--- src/rtl/sli_pkg.sv ---
// shared types and codes for the sorted list core
package sli_pkg;

  localparam int unsigned DATA_W   = 32;
  localparam int unsigned POS_W    = 5;
  localparam int unsigned MODE_W   = 2;
  localparam int unsigned STATUS_W = 2;
  localparam int unsigned COUNT_W  = 5;

  localparam logic [MODE_W-1:0] MODE_INSERT = 2'd0;
  localparam logic [MODE_W-1:0] MODE_DELETE = 2'd1;
  localparam logic [MODE_W-1:0] MODE_READ   = 2'd2;

  localparam logic [STATUS_W-1:0] STATUS_OK    = 2'd0;
  localparam logic [STATUS_W-1:0] STATUS_RANGE = 2'd1;
  localparam logic [STATUS_W-1:0] STATUS_FULL  = 2'd2;

  typedef struct packed {
    logic ins;       // insert broadcast this cycle
    logic del;       // delete broadcast this cycle
    logic occupied;  // cell holds a live entry
    logic shift;     // cell sits at or after the deleted slot
  } cell_ctrl_t;

endpackage

--- src/rtl/sli_if.sv ---
// request and result channel interfaces
interface sli_in_if;
  logic                               valid;
  logic                               ready;
  logic [sli_pkg::MODE_W-1:0]         mode;
  logic signed [sli_pkg::DATA_W-1:0]  value;
  logic [sli_pkg::POS_W-1:0]          position;

  modport source (output valid, mode, value, position, input ready);
  modport sink   (input valid, mode, value, position, output ready);
endinterface

interface sli_out_if;
  logic                               valid;
  logic                               ready;
  logic signed [sli_pkg::DATA_W-1:0]  read_value;
  logic [sli_pkg::STATUS_W-1:0]       status;
  logic [sli_pkg::COUNT_W-1:0]        entry_count;

  modport source (output valid, read_value, status, entry_count, input ready);
  modport sink   (input valid, read_value, status, entry_count, output ready);
endinterface

--- src/rtl/sli_cell.sv ---
// one slot of the sorted list, shifting with its neighbors
module sli_cell #(
  parameter int unsigned VALUE_WIDTH = 32
) (
  input  logic                          clk,
  input  sli_pkg::cell_ctrl_t           ctrl,
  input  logic signed [VALUE_WIDTH-1:0] new_value,
  input  logic signed [VALUE_WIDTH-1:0] left_value,
  input  logic                          left_lt,
  input  logic signed [VALUE_WIDTH-1:0] right_value,
  output logic signed [VALUE_WIDTH-1:0] value_o,
  output logic                          lt_o
);

  logic signed [VALUE_WIDTH-1:0] value_r;
  logic signed [VALUE_WIDTH-1:0] value_nxt;

  assign value_o = value_r;
  assign lt_o    = ctrl.occupied && (value_r < new_value);

  always_comb begin
    value_nxt = value_r;
    if (ctrl.ins) begin
      if (!lt_o) begin
        value_nxt = left_lt ? new_value : left_value;
      end
    end else if (ctrl.del) begin
      if (ctrl.shift) begin
        value_nxt = right_value;
      end
    end
  end

  always_ff @(posedge clk) begin
    value_r <= value_nxt;
  end

endmodule

--- src/rtl/sorted_list_insert_delete_core.sv ---
// top level of the sorted list core
// Keeps up to CAPACITY signed values in ascending order in a row of cells; every cell
// compares its entry with the request value at once and takes its own, its left or its
// right neighbor's entry or the new value. A request is taken whenever the result register
// is empty or being drained in the same cycle, giving a sustained rate of one request per
// clock while the output is ready; its result is registered and appears in the cycle after
// the transfer. No clearing pass follows reset: entries past the count are never read.
module sorted_list_insert_delete_core #(
  parameter int unsigned CAPACITY    = 16,
  parameter int unsigned VALUE_WIDTH = 32
) (
  input  logic           clk,
  input  logic           rst_n,
  sli_in_if.sink         in_if,
  sli_out_if.source      out_if
);

  localparam int unsigned CNT_BITS = $clog2(CAPACITY + 1);
  localparam int unsigned CW = (CNT_BITS > sli_pkg::POS_W) ? CNT_BITS : sli_pkg::POS_W;
  localparam int unsigned IW = $clog2(CAPACITY);

  logic [CW-1:0] count_r;
  logic [CW-1:0] count_nxt;
  logic          out_valid_r;
  logic signed [sli_pkg::DATA_W-1:0]   read_value_r;
  logic [sli_pkg::STATUS_W-1:0]        status_r;
  logic [sli_pkg::STATUS_W-1:0]        status_nxt;

  logic                          accept;
  logic [63:0]                   val_wide;
  logic signed [VALUE_WIDTH-1:0] new_val;
  logic [CW-1:0]                 pos_ext;
  logic [CW-1:0]                 del_idx;
  logic                          full;
  logic                          pos_ok;
  logic                          ins_ok;
  logic                          del_ok;
  logic                          rd_ok;
  logic [VALUE_WIDTH-1:0]        rd_raw;
  logic [63:0]                   rd_wide;

  logic signed [VALUE_WIDTH-1:0] cell_val [CAPACITY];
  logic [CAPACITY-1:0]           cell_lt;

  assign in_if.ready = !out_valid_r || out_if.ready;
  assign accept      = in_if.valid && in_if.ready;

  assign val_wide = {{(64 - sli_pkg::DATA_W){in_if.value[sli_pkg::DATA_W-1]}}, in_if.value};
  assign new_val  = val_wide[VALUE_WIDTH-1:0];
  assign pos_ext  = CW'(in_if.position);
  assign del_idx  = pos_ext - CW'(1);

  assign full   = (count_r == CW'(CAPACITY));
  assign pos_ok = (pos_ext != '0) && (pos_ext <= count_r);
  assign ins_ok = accept && (in_if.mode == sli_pkg::MODE_INSERT) && !full;
  assign del_ok = accept && (in_if.mode == sli_pkg::MODE_DELETE) && pos_ok;
  assign rd_ok  = accept && (in_if.mode == sli_pkg::MODE_READ) && pos_ok;

  // cell row
  for (genvar i = 0; i < CAPACITY; i++) begin : g_cell
    sli_pkg::cell_ctrl_t           ctrl;
    logic signed [VALUE_WIDTH-1:0] left_value;
    logic                          left_lt;
    logic signed [VALUE_WIDTH-1:0] right_value;

    assign ctrl.ins      = ins_ok;
    assign ctrl.del      = del_ok;
    assign ctrl.occupied = (CW'(i) < count_r);
    assign ctrl.shift    = (CW'(i) >= del_idx);

    if (i == 0) begin : g_first
      assign left_value = new_val;
      assign left_lt    = 1'b1;
    end else begin : g_mid
      assign left_value = cell_val[i-1];
      assign left_lt    = cell_lt[i-1];
    end

    if (i == CAPACITY - 1) begin : g_last
      assign right_value = '0;
    end else begin : g_inner
      assign right_value = cell_val[i+1];
    end

    sli_cell #(
      .VALUE_WIDTH (VALUE_WIDTH)
    ) u_cell (
      .clk         (clk),
      .ctrl        (ctrl),
      .new_value   (new_val),
      .left_value  (left_value),
      .left_lt     (left_lt),
      .right_value (right_value),
      .value_o     (cell_val[i]),
      .lt_o        (cell_lt[i])
    );
  end

  assign rd_raw  = cell_val[del_idx[IW-1:0]];
  assign rd_wide = 64'(rd_raw);

  always_comb begin
    count_nxt = count_r;
    if (ins_ok) begin
      count_nxt = count_r + CW'(1);
    end else if (del_ok) begin
      count_nxt = count_r - CW'(1);
    end
  end

  always_comb begin
    unique case (in_if.mode)
      sli_pkg::MODE_INSERT: status_nxt = full ? sli_pkg::STATUS_FULL : sli_pkg::STATUS_OK;
      sli_pkg::MODE_DELETE,
      sli_pkg::MODE_READ:   status_nxt = pos_ok ? sli_pkg::STATUS_OK : sli_pkg::STATUS_RANGE;
      default:              status_nxt = sli_pkg::STATUS_RANGE;
    endcase
  end

  always_ff @(posedge clk) begin
    if (!rst_n) begin
      count_r     <= '0;
      out_valid_r <= 1'b0;
    end else begin
      count_r <= count_nxt;
      if (accept) begin
        out_valid_r <= 1'b1;
      end else if (out_if.ready) begin
        out_valid_r <= 1'b0;
      end
    end
  end

  // result register, loaded on every request transfer
  always_ff @(posedge clk) begin
    if (accept) begin
      read_value_r <= rd_ok ? rd_wide[sli_pkg::DATA_W-1:0] : '0;
      status_r     <= status_nxt;
    end
  end

  logic [sli_pkg::COUNT_W-1:0] count_out_r;

  always_ff @(posedge clk) begin
    if (accept) begin
      count_out_r <= count_nxt[sli_pkg::COUNT_W-1:0];
    end
  end

  assign out_if.valid       = out_valid_r;
  assign out_if.read_value  = read_value_r;
  assign out_if.status      = status_r;
  assign out_if.entry_count = count_out_r;

endmodule
--- src/flat_wrapper.sv ---
// flat-port wrapper written by rule: the top's interface ports become plain ports
module sorted_list_insert_delete_core_flat 
#(
  parameter int unsigned CAPACITY    = 16,
  parameter int unsigned VALUE_WIDTH = 32
)
  (clk, rst_n, in_if_valid, in_if_mode, in_if_value, in_if_position, in_if_ready, out_if_valid, out_if_read_value, out_if_status, out_if_entry_count, out_if_ready);
  sli_in_if in_if_i ();
  sli_out_if out_if_i ();
  input  logic clk;
  input  logic rst_n;
  input wire logic [$bits(in_if_i.valid)-1:0] in_if_valid;
  input wire logic [$bits(in_if_i.mode)-1:0] in_if_mode;
  input wire logic [$bits(in_if_i.value)-1:0] in_if_value;
  input wire logic [$bits(in_if_i.position)-1:0] in_if_position;
  output wire logic [$bits(in_if_i.ready)-1:0] in_if_ready;
  output wire logic [$bits(out_if_i.valid)-1:0] out_if_valid;
  output wire logic [$bits(out_if_i.read_value)-1:0] out_if_read_value;
  output wire logic [$bits(out_if_i.status)-1:0] out_if_status;
  output wire logic [$bits(out_if_i.entry_count)-1:0] out_if_entry_count;
  input wire logic [$bits(out_if_i.ready)-1:0] out_if_ready;
  assign in_if_i.valid = in_if_valid;
  assign in_if_i.mode = in_if_mode;
  assign in_if_i.value = in_if_value;
  assign in_if_i.position = in_if_position;
  assign in_if_ready = in_if_i.ready;
  assign out_if_valid = out_if_i.valid;
  assign out_if_read_value = out_if_i.read_value;
  assign out_if_status = out_if_i.status;
  assign out_if_entry_count = out_if_i.entry_count;
  assign out_if_i.ready = out_if_ready;
  sorted_list_insert_delete_core #(.CAPACITY(CAPACITY), .VALUE_WIDTH(VALUE_WIDTH)) u_core (.clk(clk), .rst_n(rst_n), .in_if(in_if_i), .out_if(out_if_i));
endmodule
--- config.mk ---
export PLATFORM = sky130hd
export DESIGN_NAME = sorted_list_insert_delete_core_flat
export DESIGN_NICKNAME = d
export VERILOG_FILES = /design/src/rtl/sli_pkg.sv /design/src/rtl/sli_if.sv /design/src/rtl/sli_cell.sv /design/src/rtl/sorted_list_insert_delete_core.sv /design/src/flat_wrapper.sv
export SDC_FILE = /design/constraint.sdc
export NUM_CORES = 2
export LEC_CHECK = 0
export BUFFER_PORTS_ARGS = -buffer_cell sky130_fd_sc_hd__buf_2
export CORE_ASPECT_RATIO = 2
export CORE_MARGIN = 4
export CORE_UTILIZATION = 35
export CTS_CLUSTER_DIAMETER = 50
export DETAILED_ROUTE_END_ITERATION = 8
export HOLD_SLACK_MARGIN = 0.15
export PLACE_DENSITY = 0.59
export SETUP_SLACK_MARGIN = 0.2
export SLEW_MARGIN = 5
export SYNTH_ARGS = -nofsm -noshare
export SYNTH_HDL_FRONTEND = slang
export SYNTH_SLANG_ARGS = --single-unit
--- constraint.sdc ---
create_clock -name clk -period 9.2 [get_ports clk]
set_input_delay 2.76 -clock clk [delete_from_list [all_inputs] [get_ports clk]]
set_output_delay 2.76 -clock clk [all_outputs]
set_load 0.1 [all_outputs]
== Yosys cells after proc, flatten, opt, wreduce, memory -nomap -nowiden ==
Index checks and enable logic that the tools add are counted.

* Add/sub/neg operators: 3
* Magnitude comparators: 50
* Equality and inequality tests: 19
* Mux-type cells: 89
* Bitwise logic cells: 1
* Reductions and logical operators: 64

{| class="wikitable"
|+ Operators with widths
! cell !! count
|-
| $mux 32 || 81
|-
| $lt 32x32->1 || 16
|-
| $bmux 32 s4 || 1
|-
| $reduce_and 3->1 || 16
|-
| $ge 4x5->1 const A || 8
|-
| $lt 4x5->1 const A || 8
|-
| $reduce_bool 2->1 || 18
|-
| $ne 2x2->1 const B || 16
|-
| $logic_and 1x1->1 || 24
|-
| $ge 3x5->1 const A || 4
|-
| $lt 3x5->1 const A || 4
|-
| $ge 1x5->1 const A || 2
|-
| $ge 2x5->1 const A || 2
|-
| $lt 1x5->1 const A || 2
|-
| $lt 2x5->1 const A || 2
|-
| $mux 5 || 2
|-
| $sub 5x1->5 const B || 2
|-
| $add 5x1->5 const B || 1
|-
| $eq 5x5->1 const B || 1
|-
| $ge 5x5->1 const B || 1
|-
| $le 5x5->1 || 1
|-
| $not 4->5 || 1
|-
| $reduce_bool 5->1 || 1
|-
| $pmux 2 s2 || 1
|-
| 8 further kinds || 11
|}

* Bits in registers: 557
* Input port bits: 43
* Output and inout port bits: 41
* Word-level logic and storage cells: 247

== Depth between registers and ports, before layout ==
* Depth in word-level cells: 7
* Depth in mapped cells: 13
* Gate-level depth less buffers: 10

== Modules after synthesis ==
A second synthesis with hierarchy kept.

* Cells, all modules: 4544
* Area total of the unflattened synthesis: 45536.2 um^2

{| class="wikitable"
|+ By module, submodules not included
! module !! times used !! cells an instance !! area each (um^2) !! sequential area each (um^2)
|-
| sli_cell at u_core.g_cell[0].u_cell ... || 15 || 257 || 2453.6 || 960.9
|-
| sorted_list_insert_delete_core || 1 || 432 || 6293.5 || 1291.2
|-
| sli_cell at u_core.g_cell[1].u_cell || 1 || 257 || 2438.6 || 960.9
|}

== Worst setup path before layout ==
OpenSTA, ideal clock, no wires.

* Path kind: input-to-reg
* Start point: input out_if_ready
* End point: register u_core.g_cell[13].u_cell.value_r[0], enable pin
* Library setup time: 466 ps
* Arrival: 7394 ps
* Required time: 8734 ps
* Setup slack: 1340 ps
* Cell stages on the path: 9
* Path buffers: 3
* Path through: nand2b_1 > and2_1 > buf_2 > nand3_1 > buf_4 > nand3b_1 > or3_1 > buf_2 > o21ai_0

* Cells in the longest elaborated chain, start to end: 6
* Elaborated cells between the ends (all ways): 10
* Classes of those cells: eq/ne: 1; reduce/logical: 9

{| class="wikitable"
|+ RTL lines
! item !! RTL line !! source
|-
| from (decl) || flat_wrapper.sv:21 || <nowiki>input wire logic [$bits(out_if_i.ready)-1:0] out_if_ready;</nowiki>
|-
| $logic_or 1x1->1 * || sorted_list_insert_delete_core.sv:45 || <nowiki>assign in_if.ready = !out_valid_r || out_if.ready;</nowiki>
|-
| $logic_and 1x1->1 * || sorted_list_insert_delete_core.sv:46 || <nowiki>assign accept = in_if.valid && in_if.ready;</nowiki>
|-
| named net u_core.accept || sorted_list_insert_delete_core.sv:29 || <nowiki>logic accept;</nowiki>
|-
| $logic_and 1x1->1 (on tied branches) (2 in series) || sorted_list_insert_delete_core.sv:55, sorted_list_insert_delete_core.sv:56 ||
|-
| $ne 2x2->1 (no line) or $reduce_bool 2->1 (tied branches) || -- ||
|-
| $reduce_and 3->1 (no line) * || -- ||
|-
| to (signal assigned) || sli_cell.sv:35 || <nowiki>value_r <= value_nxt;</nowiki>
|-
| to (decl) || sli_cell.sv:15 || <nowiki>logic signed [VALUE_WIDTH-1:0] value_r;</nowiki>
|}

The timed path passes the listed nets; every way through them passes the cells marked *.
A chain may end at the register's enable or synchronous reset.

== Worst setup path after layout ==
* Start point: input in_if_value[27]
* End point: register u_core.g_cell[14].u_cell.value_r[17], enable pin

* Cells in the longest elaborated chain, start to end: 4

{| class="wikitable"
|+ RTL lines
! item !! RTL line !! source
|-
| from (decl) || flat_wrapper.sv:14 || <nowiki>input wire logic [$bits(in_if_i.value)-1:0] in_if_value;</nowiki>
|-
| $lt 32x32->1 || sli_cell.sv:19 || <nowiki>assign lt_o = ctrl.occupied && (value_r < new_value);</nowiki>
|-
| $logic_and 1x1->1 || sli_cell.sv:19 ||
|-
| $ne 2x2->1 (no line) || -- ||
|-
| $reduce_and 3->1 (no line) || -- ||
|-
| to (signal assigned) || sli_cell.sv:35 ||
|-
| to (decl) || sli_cell.sv:15 ||
|}

Every way passes these cells.

==> metrics.md <==
| Metric | Value |
|---|---|
| Status | finished clean |
| Starting density of the core | 35.36% |
| Final Max Slew Viols | 0 |
| Hold Path Stages | 2 |
| Synth cell types | 79 |
| Final Cell Area | 49140 µm² |
| Die area | 133300 µm² |
| DRT antenna net count | 0 |
| Async SR Flop Fraction | 0% |
| CTS tree | built |
| Overall die width | 260.2 µm |
| Worst reg2reg path startpoint | u_core.count_r[1] |
| Max cap viols | 0 |
| Port Buf Inserts | 83 |
| Later-pin clock latency in the skew report | 690 ps |
| Post-cts resize count | 0 |
| Slowest stage delay, CP | 610 ps |
| Crit path required time | 9510 ps |
| Initial drt markers | 4433 |
| Worst Tran Pin Value | 1443 ps |
| Clock transition at path regs | 70 ps |
| Number of post-CTS setup repair buffers | 0 |
| Num Clock Sinks | 557 |
| Synthesized netlist cell count | 4502 |
| Critical path's slowest cell | inv_1 |
| Net count after synthesis | 5057 |
| Cell family with most CP delay | buffers and inverters |
| Mean number of vias per cell | 6.584 |
| Routed WL | 210600 µm |
| Root buf cell | clkbuf_16 |
| Setup crit end kind | register |
| Critical path launch point | in_if_value[27] |
| Row count | 184 |
| Post-synth EDFFs | 551 |
| Die span in y | 512.4 µm |
| Vias in the first global route | 39510 |
| DP Area | 47010 µm² |
| Startpoint Class | primary input |
| Mean post-synth cell area | 9.891 µm² |
| Simple logic cell fraction of the synthesized area | 11.69% |
| Setup TNS | 0 ps |
| WP data arrival | 7140 ps |
| Worst path cell trace | buf_2 -> inv_1 -> ha_1 -> nand4_1 -> nor4_1 -> a41oi_1 -> a2111oi_1 -> nor2_1 -> mux2_2 -> o21ai_4 -> a22o_2 -> buf_4 |
| Adder-Cell Fraction of Synth Area | 14.39% |
| Total global routing overflow | 0 |
| Kind of critical path | primary input to register |
| Initial antenna violation count | 16 |
| Worst-case clock buffer depth | 3 |
| Core footprint | 125900 µm² |
| Largest net degree at the start of global routing | 151 |
| Hold Crit Start | u_core.out_if.valid |
| P per Cell Area | 155.5 nW/µm² |
| Worst vdd ir | 0.0001567 V |
| Crit path time final | 6829 ps |
| GRT Util Overall | 30.37% |
| Unrepaired setup endpoints after global routing | no |
| Main combinational cell family by area after synthesis | compound AO/OA/AOI/OAI gates |
| Max-slew headroom | 2.782% |
| Worst R2R Setup Slack | 3830 ps |
| Fin crit share | 74.23% |
| Num CTS Buffers | 61 |
| Worst Clk Skew | 24.15 ps |
| Io pins | 84 |
| Avg WL per Cell | 34.08 µm |
| Fmax | 146.4 MHz |
| Routed vias | 40690 |
| CTS Hold Bufs | 0 |
| Synth-to-Final Area Change | 10.35% |
| Yosys warnings | 0 |
| Layout cells sized above 1 | 10.01% |
| Cell Area, Synth | 44530 µm² |
| Compound-Gate Fraction of Synth Area | 20.03% |
| R2R depth | 11 |
| Sequential share of the synthesized area | 37.43% |
| Mux share of post-synthesis cell area | 12.66% |
| Final Hold Vio Count | 0 |
| Hold EP | u_core.out_if.valid |
| Post-DP HPWL | 150200 µm |
| Drt first pass iters | 6 |
| First-pass GRT wire length | 292800 µm |
| Nets | 5000 |
| Crit path max fanout | 32 |
| Leak | 19.89 nW |
| RePlAce Congestion | 0.9903 |
| DRC Markers | 0 |
| Post-Synth XOR/XNOR Area | 0.1377% |
| Reg2reg end | u_core.g_cell[0].u_cell.value_o[8] |
| Register bit total from synthesis | 557 |
| Finish-stage setup viols | 0 |
| Buf+Inv Stages, Crit Path | 3 |
| Ys flop type | edfxtp_1 |
| Clock H-tree levels | 2 |
| Hold crit path type | register to register |
## through the flow
step / power (mW) / hold slack [ps] / util (%) / std cells / setup WS [ps]
2_1_floorplan: 4.211 / 534.8 / - / 4502 / 1340
3_3_place_gp: 4.892 / 500.1 / 37.33 / 6055 / 1884
3_5_place_dp: 4.920 / 508.4 / 37.33 / 6055 / 1843
4_1_cts: 7.596 / 517.5 / 38.98 / 6168 / 2548
5_1_grt: 7.839 / 527.6 / 39.01 / 6172 / 2361
6_report: 7.642 / 513.5 / 39.02 / 6180 / 2371
## where the power goes
group	switching [mW]	total [mW]	internal [mW]
sequential	0.187	3.13	2.94
combinational	1.23	1.81	0.571
clock	1.23	2.71	1.48
total	2.65	7.64	4.99
## worst max path at each step
stage | endpoint | depth (start not counted)
2_1_floorplan | u_core.g_cell[13].u_cell.value_o[0] | 9
3_3_place_gp | u_core.g_cell[14].u_cell.value_o[0] | 12
3_5_place_dp | u_core.g_cell[11].u_cell.value_o[26] | 10
4_1_cts | u_core.g_cell[2].u_cell.value_o[11] | 13
5_1_grt | u_core.g_cell[11].u_cell.value_o[26] | 10
6_report | u_core.g_cell[14].u_cell.value_o[17] | 12
## worst min-delay path, cell delays in order (launching register included)
cell,delay (ps)
dfxtp_1,310
nand2b_1,90
a21oi_1,70
## kinds of logic after synthesis
kind of cell               count (synthesis)
DFF                                      557
AOI/OAI and AO/OA                       1394
buffers and inverters                    374
xor gates and xnor gates                   7
and+or+nand+nor                         1176
muxes                                    482
adders and majority gates                512
## cells in the final DEF (no fill, tap or decap), types with 82 or more instances in the layout
master	n
mux2i_1	409
edfxtp_1	551
nand2_1	589
a21oi_1	434
ha_1	511
nor2_1	253
o2111ai_1	98
buf_2	82
a211oi_1	89
a21o_1	104
o21ai_0	244
o21ai_1	108
buf_4	112
## layer usage
layer | share of wire [%] | track usage (%) | wire, µm
met1 | 32 | 30.73 | 68210
met2 | 49 | 52.48 | 102300
met3 | 6.3 | 4.399 | 13370
met4 | 13 | 29.13 | 26670
met5 | 0.045 | 0 | 94
## final cells by class
type / count / area (µm²)
Tap cell: 1674 / 2095
Clock inverter: 44 / 496.7
Multi-Input combinational cell: 3571 / 26650
Clock buffer: 69 / 1587
Fill cell: 12390 / 76790
Antenna cell: 11 / 27.53
Inverter: 50 / 187.7
Sequential cell: 557 / 16670
Timing Repair Buffer: 204 / 1430
## synth_stat cells, drive strengths merged (4+ instances only)
cell	n	share of area, %
a221o	71	1.6
ha	512	14
or2	4	0.056
a31oi	40	0.56
nor3	35	0.42
nand4	63	0.89
nand2	591	5.0
dfxtp	6	0.27
and4	18	0.35
o21ai	367	4.2
o211ai	37	0.62
buf	102	1.4
mux2i	409	9.2
clkbuf	222	1.9
nor2b	16	0.22
or3	5	0.070
xnor2	5	0.098
a211o	5	0.098
edfxtp	551	37
a2111oi	11	0.26
and2	12	0.17
o22ai	8	0.11
o2111ai	98	1.9
and3	66	0.93
mux2	9	0.23
nor3b	10	0.17
a221oi	46	0.90
nand2b	11	0.15
nor4	9	0.16
nand3	63	0.71
inv	49	0.41
mux4	64	3.2
o21a	10	0.17
nor2	264	2.2
a22o	34	0.67
o31ai	6	0.10
a21o	106	1.8
a21oi	437	4.9
a211oi	91	1.5
o21bai	4	0.067
a41oi	4	0.079
## flip-flops by register name (all words and copies together) (netlist names)
name,count
u_core.count_r,5
u_core.g_cell.u_cell.value_o,512
u_core.out_if.entry_count,5
u_core.out_if.read_value,32
u_core.out_if.status,2
u_core.out_if.valid,1
Note: power is estimated with default switching activity, not from simulation.
